### src/design/utf8d_pkg.sv
// Shared types and constants for the UTF-8 to UTF-16 decoder.
`default_nettype none

package utf8d_pkg;

    localparam int unsigned FIFO_DEPTH = 2;
    localparam logic [15:0] REPL_RESET = 16'hFFFD;

    // Back-end command: leading replacements, then an optional tail unit.
    typedef struct packed {
        logic [1:0]  nbad;
        logic        tail_valid;
        logic        tail_bad;
        logic [15:0] tail_unit;
    } cmd_t;

    typedef struct packed {
        logic full;
        logic empty;
    } fifo_status_t;

endpackage

`default_nettype wire

### src/design/utf8d_front.sv
// Front end: accepts bytes, tracks the open sequence and builds back-end commands.
`default_nettype none

module utf8d_front (
    input  wire logic                   aclk,
    input  wire logic                   aresetn,
    input  wire logic                   s_valid,
    output logic                        s_ready,
    input  wire logic [7:0]             s_data_byte,
    input  wire logic                   s_end_of_input,
    input  wire utf8d_pkg::fifo_status_t fifo_status,
    output logic                        push,
    output utf8d_pkg::cmd_t             cmd
);

    logic [1:0]  needed_reg, needed_next;
    logic [1:0]  held_reg, held_next;
    logic [15:0] partial_reg, partial_next;
    logic        four_reg, four_next;

    logic        accept;
    logic        fresh;
    logic        is_lead;
    logic [15:0] partial_shift;

    assign s_ready = !fifo_status.full;
    assign accept  = s_valid && s_ready;
    assign partial_shift = {partial_reg[9:0], s_data_byte[5:0]};

    always_comb begin
        needed_next  = needed_reg;
        held_next    = held_reg;
        partial_next = partial_reg;
        four_next    = four_reg;
        cmd          = '0;
        fresh        = 1'b0;
        is_lead      = 1'b0;

        if (needed_reg == 2'd0) begin
            fresh = 1'b1;
        end else if (s_data_byte[7:6] == 2'b10) begin
            partial_next = partial_shift;
            held_next    = held_reg + 2'd1;
            needed_next  = needed_reg - 2'd1;
            if (needed_reg == 2'd1) begin
                cmd.tail_valid = 1'b1;
                cmd.tail_bad   = four_reg;
                cmd.tail_unit  = partial_shift;
                needed_next    = 2'd0;
                held_next      = 2'd0;
                partial_next   = '0;
                four_next      = 1'b0;
            end else if (s_end_of_input) begin
                cmd.tail_valid = 1'b1;
                cmd.tail_bad   = 1'b1;
                needed_next    = 2'd0;
                held_next      = 2'd0;
                partial_next   = '0;
                four_next      = 1'b0;
            end
        end else begin
            // broken sequence: one replacement for the lead and one per held continuation, at most three
            cmd.nbad = (held_reg >= 2'd2) ? 2'd3 : held_reg + 2'd1;
            fresh    = 1'b1;
        end

        if (fresh) begin
            needed_next  = 2'd0;
            held_next    = 2'd0;
            partial_next = '0;
            four_next    = 1'b0;
            if (s_data_byte < 8'h80) begin
                cmd.tail_valid = 1'b1;
                cmd.tail_unit  = {8'h00, s_data_byte};
            end else if (s_data_byte inside {[8'hC2:8'hDF]}) begin
                is_lead      = 1'b1;
                needed_next  = 2'd1;
                partial_next = {11'b0, s_data_byte[4:0]};
            end else if (s_data_byte inside {[8'hE0:8'hEF]}) begin
                is_lead      = 1'b1;
                needed_next  = 2'd2;
                partial_next = {12'b0, s_data_byte[3:0]};
            end else if (s_data_byte inside {[8'hF0:8'hF4]}) begin
                is_lead      = 1'b1;
                needed_next  = 2'd3;
                partial_next = {13'b0, s_data_byte[2:0]};
                four_next    = 1'b1;
            end else begin
                cmd.tail_valid = 1'b1;
                cmd.tail_bad   = 1'b1;
            end
            if (is_lead && s_end_of_input) begin
                cmd.tail_valid = 1'b1;
                cmd.tail_bad   = 1'b1;
                needed_next    = 2'd0;
                partial_next   = '0;
                four_next      = 1'b0;
            end
        end
    end

    assign push = accept && ((cmd.nbad != 2'd0) || cmd.tail_valid);

    always_ff @(posedge aclk) begin
        if (!aresetn) begin
            needed_reg  <= 2'd0;
            held_reg    <= 2'd0;
            partial_reg <= '0;
            four_reg    <= 1'b0;
        end else if (accept) begin
            needed_reg  <= needed_next;
            held_reg    <= held_next;
            partial_reg <= partial_next;
            four_reg    <= four_next;
        end
    end

endmodule

`default_nettype wire

### src/design/utf8d_fifo.sv
// Short command queue between front and back end.
`default_nettype none

module utf8d_fifo (
    input  wire logic                    aclk,
    input  wire logic                    aresetn,
    input  wire logic                    push,
    input  wire utf8d_pkg::cmd_t         push_cmd,
    input  wire logic                    pop,
    output utf8d_pkg::cmd_t              head_cmd,
    output utf8d_pkg::fifo_status_t      status
);

    localparam int unsigned PTR_W = (utf8d_pkg::FIFO_DEPTH > 1) ?
                                    $clog2(utf8d_pkg::FIFO_DEPTH) : 1;
    localparam int unsigned CNT_W = $clog2(utf8d_pkg::FIFO_DEPTH + 1);
    localparam logic [PTR_W-1:0] LAST_PTR = PTR_W'(utf8d_pkg::FIFO_DEPTH - 1);
    localparam logic [CNT_W-1:0] FULL_CNT = CNT_W'(utf8d_pkg::FIFO_DEPTH);

    utf8d_pkg::cmd_t  entry_reg [utf8d_pkg::FIFO_DEPTH];
    logic [PTR_W-1:0] wptr_reg, wptr_next;
    logic [PTR_W-1:0] rptr_reg, rptr_next;
    logic [CNT_W-1:0] count_reg, count_next;

    assign status.full  = (count_reg == FULL_CNT);
    assign status.empty = (count_reg == '0);
    assign head_cmd     = entry_reg[rptr_reg];

    always_comb begin
        wptr_next  = wptr_reg;
        rptr_next  = rptr_reg;
        count_next = count_reg;
        if (push) begin
            wptr_next = (wptr_reg == LAST_PTR) ? '0 : wptr_reg + PTR_W'(1);
        end
        if (pop) begin
            rptr_next = (rptr_reg == LAST_PTR) ? '0 : rptr_reg + PTR_W'(1);
        end
        if (push && !pop) begin
            count_next = count_reg + CNT_W'(1);
        end else if (pop && !push) begin
            count_next = count_reg - CNT_W'(1);
        end
    end

    always_ff @(posedge aclk) begin
        if (!aresetn) begin
            wptr_reg  <= '0;
            rptr_reg  <= '0;
            count_reg <= '0;
        end else begin
            wptr_reg  <= wptr_next;
            rptr_reg  <= rptr_next;
            count_reg <= count_next;
        end
    end

    always_ff @(posedge aclk) begin
        if (push) begin
            entry_reg[wptr_reg] <= push_cmd;
        end
    end

endmodule

`default_nettype wire

### src/design/utf8d_back.sv
// Back end: expands each command into code units through the output register.
`default_nettype none

module utf8d_back (
    input  wire logic             aclk,
    input  wire logic             aresetn,
    input  wire utf8d_pkg::cmd_t  head_cmd,
    input  wire logic             fifo_empty,
    input  wire logic [15:0]      repl_unit,
    output logic                  pop,
    output logic                  m_valid,
    input  wire logic             m_ready,
    output logic [15:0]           m_code_unit,
    output logic                  m_was_invalid,
    output logic                  m_run_last
);

    logic [1:0]  cnt_reg, cnt_next;
    logic        m_valid_reg, m_valid_next;
    logic [15:0] unit_reg;
    logic        invalid_reg;
    logic        last_reg;

    logic [2:0]  total;
    logic        is_last;
    logic        use_tail;
    logic        load;

    assign total    = {1'b0, head_cmd.nbad} + {2'b00, head_cmd.tail_valid};
    assign is_last  = ({1'b0, cnt_reg} == (total - 3'd1));
    assign use_tail = (cnt_reg >= head_cmd.nbad) && !head_cmd.tail_bad;
    assign load     = !fifo_empty && (!m_valid_reg || m_ready);
    assign pop      = load && is_last;

    always_comb begin
        cnt_next     = cnt_reg;
        m_valid_next = m_valid_reg;
        if (load) begin
            cnt_next     = is_last ? 2'd0 : cnt_reg + 2'd1;
            m_valid_next = 1'b1;
        end else if (m_ready) begin
            m_valid_next = 1'b0;
        end
    end

    always_ff @(posedge aclk) begin
        if (!aresetn) begin
            cnt_reg     <= 2'd0;
            m_valid_reg <= 1'b0;
        end else begin
            cnt_reg     <= cnt_next;
            m_valid_reg <= m_valid_next;
        end
    end

    always_ff @(posedge aclk) begin
        if (load) begin
            unit_reg    <= use_tail ? head_cmd.tail_unit : repl_unit;
            invalid_reg <= !use_tail;
            last_reg    <= is_last;
        end
    end

    assign m_valid       = m_valid_reg;
    assign m_code_unit   = unit_reg;
    assign m_was_invalid = invalid_reg;
    assign m_run_last    = last_reg;

endmodule

`default_nettype wire

### src/design/utf8_to_utf16_decoder_top.sv
// Top level of the UTF-8 to UTF-16 (BMP) decoder.
`default_nettype none

// Takes one UTF-8 byte per clock while the command queue has room, and returns
// 16-bit code units, one per clock on the result channel while m_ready is high. A
// byte may yield no unit, or n units (up to four on a broken sequence) that hold
// the back end while they are sent, and a two-entry command queue between the front
// end and the back end lets the input keep flowing during such bursts while it has room.
// The replacement unit resets to 0xFFFD; the user must write it through the cfg
// channel only while the decoder is idle, and the block itself does not enforce this.
module utf8_to_utf16_decoder_top (
    input  wire logic        aclk,
    input  wire logic        aresetn,
    input  wire logic        s_valid,
    output logic             s_ready,
    input  wire logic [7:0]  s_data_byte,
    input  wire logic        s_end_of_input,
    output logic             m_valid,
    input  wire logic        m_ready,
    output logic [15:0]      m_code_unit,
    output logic             m_was_invalid,
    output logic             m_run_last,
    input  wire logic        cfg_valid,
    output logic             cfg_ready,
    input  wire logic [15:0] cfg_data
);

    logic [15:0]             repl_reg;
    logic                    push;
    logic                    pop;
    utf8d_pkg::cmd_t         push_cmd;
    utf8d_pkg::cmd_t         head_cmd;
    utf8d_pkg::fifo_status_t fifo_status;

    assign cfg_ready = 1'b1;

    always_ff @(posedge aclk) begin
        if (!aresetn) begin
            repl_reg <= utf8d_pkg::REPL_RESET;
        end else if (cfg_valid && cfg_ready) begin
            repl_reg <= cfg_data;
        end
    end

    utf8d_front u_front (
        .aclk           (aclk),
        .aresetn        (aresetn),
        .s_valid        (s_valid),
        .s_ready        (s_ready),
        .s_data_byte    (s_data_byte),
        .s_end_of_input (s_end_of_input),
        .fifo_status    (fifo_status),
        .push           (push),
        .cmd            (push_cmd)
    );

    utf8d_fifo u_fifo (
        .aclk     (aclk),
        .aresetn  (aresetn),
        .push     (push),
        .push_cmd (push_cmd),
        .pop      (pop),
        .head_cmd (head_cmd),
        .status   (fifo_status)
    );

    utf8d_back u_back (
        .aclk          (aclk),
        .aresetn       (aresetn),
        .head_cmd      (head_cmd),
        .fifo_empty    (fifo_status.empty),
        .repl_unit     (repl_reg),
        .pop           (pop),
        .m_valid       (m_valid),
        .m_ready       (m_ready),
        .m_code_unit   (m_code_unit),
        .m_was_invalid (m_was_invalid),
        .m_run_last    (m_run_last)
    );

`ifndef SYNTHESIS
    a_fifo_state: assert property (@(posedge aclk) disable iff (!aresetn)
        !(fifo_status.full && fifo_status.empty))
        else $error("queue reports full and empty together");

    a_no_overflow: assert property (@(posedge aclk) disable iff (!aresetn)
        push |-> !fifo_status.full)
        else $error("command pushed into full queue");

    a_no_underflow: assert property (@(posedge aclk) disable iff (!aresetn)
        pop |-> !fifo_status.empty)
        else $error("command popped from empty queue");

    a_good_unit_last: assert property (@(posedge aclk) disable iff (!aresetn)
        (m_valid && !m_was_invalid) |-> m_run_last)
        else $error("decoded unit not marked as last of its byte");
`endif

endmodule

`default_nettype wire

### config.mk
export PLATFORM = sky130hd
export DESIGN_NAME = utf8_to_utf16_decoder_top
export DESIGN_NICKNAME = d
export VERILOG_FILES = /design/src/design/utf8d_pkg.sv /design/src/design/utf8d_front.sv /design/src/design/utf8d_fifo.sv /design/src/design/utf8d_back.sv /design/src/design/utf8_to_utf16_decoder_top.sv
export SDC_FILE = /design/constraint.sdc
export NUM_CORES = 1
export LEC_CHECK = 0
export ABC_AREA = 1
export ABC_CLOCK_PERIOD_IN_PS = 7000
export BUFFER_PORTS_ARGS = -buffer_cell sky130_fd_sc_hd__buf_4
export CAP_MARGIN = 20
export CORE_MARGIN = 1.5
export CORE_UTILIZATION = 45
export DETAILED_ROUTE_END_ITERATION = 10
export PLACE_DENSITY = 0.62
export SYNTH_ARGS = -nofsm -noshare
export SYNTH_HDL_FRONTEND = slang
export SYNTH_HIERARCHICAL = 1
export SYNTH_SLANG_ARGS = --single-unit
### constraint.sdc
create_clock -name aclk -period 7 [get_ports aclk]
set_input_delay 1.4 -clock aclk [delete_from_list [all_inputs] [get_ports aclk]]
set_output_delay 1.4 -clock aclk [all_outputs]
set_load 0.01 [all_outputs]
==> impl_metrics.csv <==
group,metric,value,unit
outcome,outcome,"finished clean",
setup_path,critPathCaptureType,"flop",
detailed_routing,ant_nets,0,
setup_path,path_delay_family,"buffers and inverters",
cts,cts_setup_buffers,0,
global_routing,grt-ovfl-total,0,
cts,cts_max_path_buffers,2,
cts,clkLatencyLatePin,0.35,ns
timing,fin_crit_sh,0.477,
timing,max_freq,299,MHz
power,leakage,2.22,nW
layout,stdcell_count,623,
floorplanning,die_height,103,um
detailed_routing,vias_per_cell,4.70,
layout,final_layout_size_suffix_gt1_frac,0.269,
timing,tightest_slew,0.781,ns
setup_path,start_kind,"input port",
detailed_routing,drt-total-wl,8110,um
worst_hold_path,hold_depth,2,
setup_path,cpPeakStageDelay,0.55,ns
global_routing,gr-usage-all-layers,0.166,
global_routing,grt_pass1_wl,13300,um
timing,hold_viol_final,0,
layout,fin_util,0.532,
global_routing,grt_max_degree,31,
power,ir_worst_vdd,0.132,mV
setup_path,critPathRequiredTime,6.98,ns
setup_path,cp_common_cell,"inv_1",
placement,dpl.hpwl,5880,um
placement,gp_congestion,0.870,
layout,diodes,0,
detailed_routing,drc_errors,0,
setup_path,r2r-end,"u_fifo/entry_reg[1][16]$_DFFE_PP_",
floorplanning,die_w,103,um
worst_hold_path,hold_path.class,"flop to flop",
timing,skew,0.0108,ns
global_routing,antenna_found_initial,0,
cts,ctsHtreeMaxLevel,3,
floorplanning,dieArea,10600,um^2
yosys,synth_seq_cells,97,
cts,cts_buffers,9,
layout,largest_register_ffs,40,
floorplanning,coreArea,9730,um^2
setup_path,critPathMaxFanout,20,
setup_path,ff2ff_setup_slack,4.26,ns
placement,post-place-cells,606,
layout,syn2layout_area_growth,15.3,%
placement,io_buffers,49,
setup_path,r2r_start,"u_fifo/count_reg[0]$_SDFFE_PN0P_",
layout,layout.nets,524,
worst_hold_path,min_to,"repl_reg[2]$_SDFFE_PN1P_",
power,powerDensity,364,nW/um^2
yosys,syn_nets,475,
global_routing,grt_pass1_vias,2790,
setup_path,crit_buf_inv,4,
yosys,syn_inst,436,
cts,cts-root-buf,"clkbuf_8",
timing,max_slew_margin,0.478,
yosys,postSynthAreaPerCell,10.3,um^2
floorplanning,io_pins,51,
setup_path,slowest_stage,"inv_1",
cts,holdBufCountCts,0,
yosys,ys_seq_area_frac,0.562,
timing,setup_tns,0,ns
floorplanning,start_util,0.461,
cts,cts_num_sinks,97,
setup_path,critPathKind,"input port to flop",
detailed_routing,dr.first_iter.drc_count,101,
cts,clkSlewWorstSetupHoldPaths,0.09,ns
yosys,yosysWarnings,6,
worst_hold_path,min_from,"repl_reg[2]$_SDFFE_PN1P_",
yosys,synth.distinct_cells,34,
timing,timing.final.max_slew_violations,0,
setup_path,crit_chain,"buf_4 -> nand2_1 -> inv_1 -> o21ai_1 -> inv_1 -> nand2_1 -> inv_1",
cts,cts_tree,"built",
layout,design_area,5170,um^2
detailed_routing,num_vias,2925,
detailed_routing,firstDrtPassIters,6,
placement,post_dp_cell_area,4920,um^2
cts,cts-resized-gates,0,
timing,rsz0062_at_grt,"false",
yosys,syn_area,4490,um^2
layout,final_common_cell,"nand2_1",
layout,final.fill_count,869,
floorplanning,rows,36,
setup_path,r2r_cells,8,
timing,setup_violations,0,
timing,min_period,3.34,ns
run,max_cap_violations,0,
detailed_routing,wire_per_inst,13.0,um
setup_path,startpoint,"s_valid",
layout,final_cell_mix,"nand2_1 (92), edfxtp_1 (58), buf_4 (51)",
setup_path,cp_data_arrival_time,3.32,ns
-- stage by stage --
step                hold slack (ns)  power (mW)  worst slack [ns]
CTS                           0.476        1.90              3.65
global placement              0.441        1.46              3.30
finish                        0.472        1.88              3.66
floorplan                     0.429        1.30              3.53
detailed placement            0.453        1.47              3.26
global route                  0.489        2.01              3.44
-- tightest hold or removal path, stage by stage, from the launching register on --
cell	delay (ns)
dfxtp_1	0.34
nand2_1	0.05
nand3_1	0.06
-- cell usage after synthesis (all sizes together) --
cell type  count  share of area
a211oi         7          0.020
a21boi         1         0.0017
a21oi         13          0.015
buf           12          0.024
clkbuf         2         0.0020
clkinv         1        0.00084
conb           1        0.00084
dfxtp         39           0.17
edfxtp        58           0.39
ha             9          0.025
inv           51          0.044
mux2          20          0.067
nand2        109           0.11
nand3         42          0.059
nand3b         1         0.0017
nand4          3         0.0042
nor2          51          0.045
nor3           2         0.0047
o21ai         14          0.019
-- power breakdown --
part / total, mW / leakage [nW] / internal, mW / switching (mW)
Sequential: 0.819 / 0.870 / 0.770 / 0.0488
Combinational: 0.643 / 1.24 / 0.277 / 0.366
Clock: 0.420 / 0.118 / 0.238 / 0.182
Total: 1.88 / 2.22 / 1.28 / 0.597
-- cell type report --
class                      instances  area (um^2)  share of cell area
inverter                          52          200              0.0387
tap                              133          166              0.0322
clock buffer                      11          131              0.0254
timing repair buffer              52          398              0.0769
sequential                        97         2520               0.488
multi-input combinational        273         1650               0.319
clock inverter                     5          104              0.0201
-- per-layer routing --
metal  vias to the layer above  wire, um  global-route usage
met1                      1327      3950               0.219
met2                        59      3730               0.272
met3                         9       306              0.0298
met5                         -         0                   0
li1                       1530         -                   -
met4                         0       115              0.0728
-- cell families (layout without fill, tap and decap cells) --
logic type | Yosys count | after routing | share of synthesized area
buffers and inverters | 66 | 120 | 0.0703
and+or+nand+nor | 208 | 208 | 0.220
muxes | 20 | 20 | 0.0669
adders and majority gates | 9 | 9 | 0.0251
DFF | 97 | 97 | 0.562
AOI/OAI and AO/OA | 35 | 35 | 0.0547
other | 1 | 1 | 0.000836
-- worst max path at each step --
stage                                              endpoint  cells after the start
after global routing      u_fifo/entry_reg[1][10]$_DFFE_PP_                      7
final                     u_fifo/entry_reg[1][16]$_DFFE_PP_                      7
after floorplan            u_fifo/count_reg[1]$_SDFFE_PN0P_                     11
after CTS                 u_fifo/entry_reg[1][10]$_DFFE_PP_                      7
after global placement     u_fifo/entry_reg[1][8]$_DFFE_PP_                      7
after detailed placement  u_fifo/entry_reg[1][11]$_DFFE_PP_                      7
No activity file was read; power rests on OpenSTA's default activity.
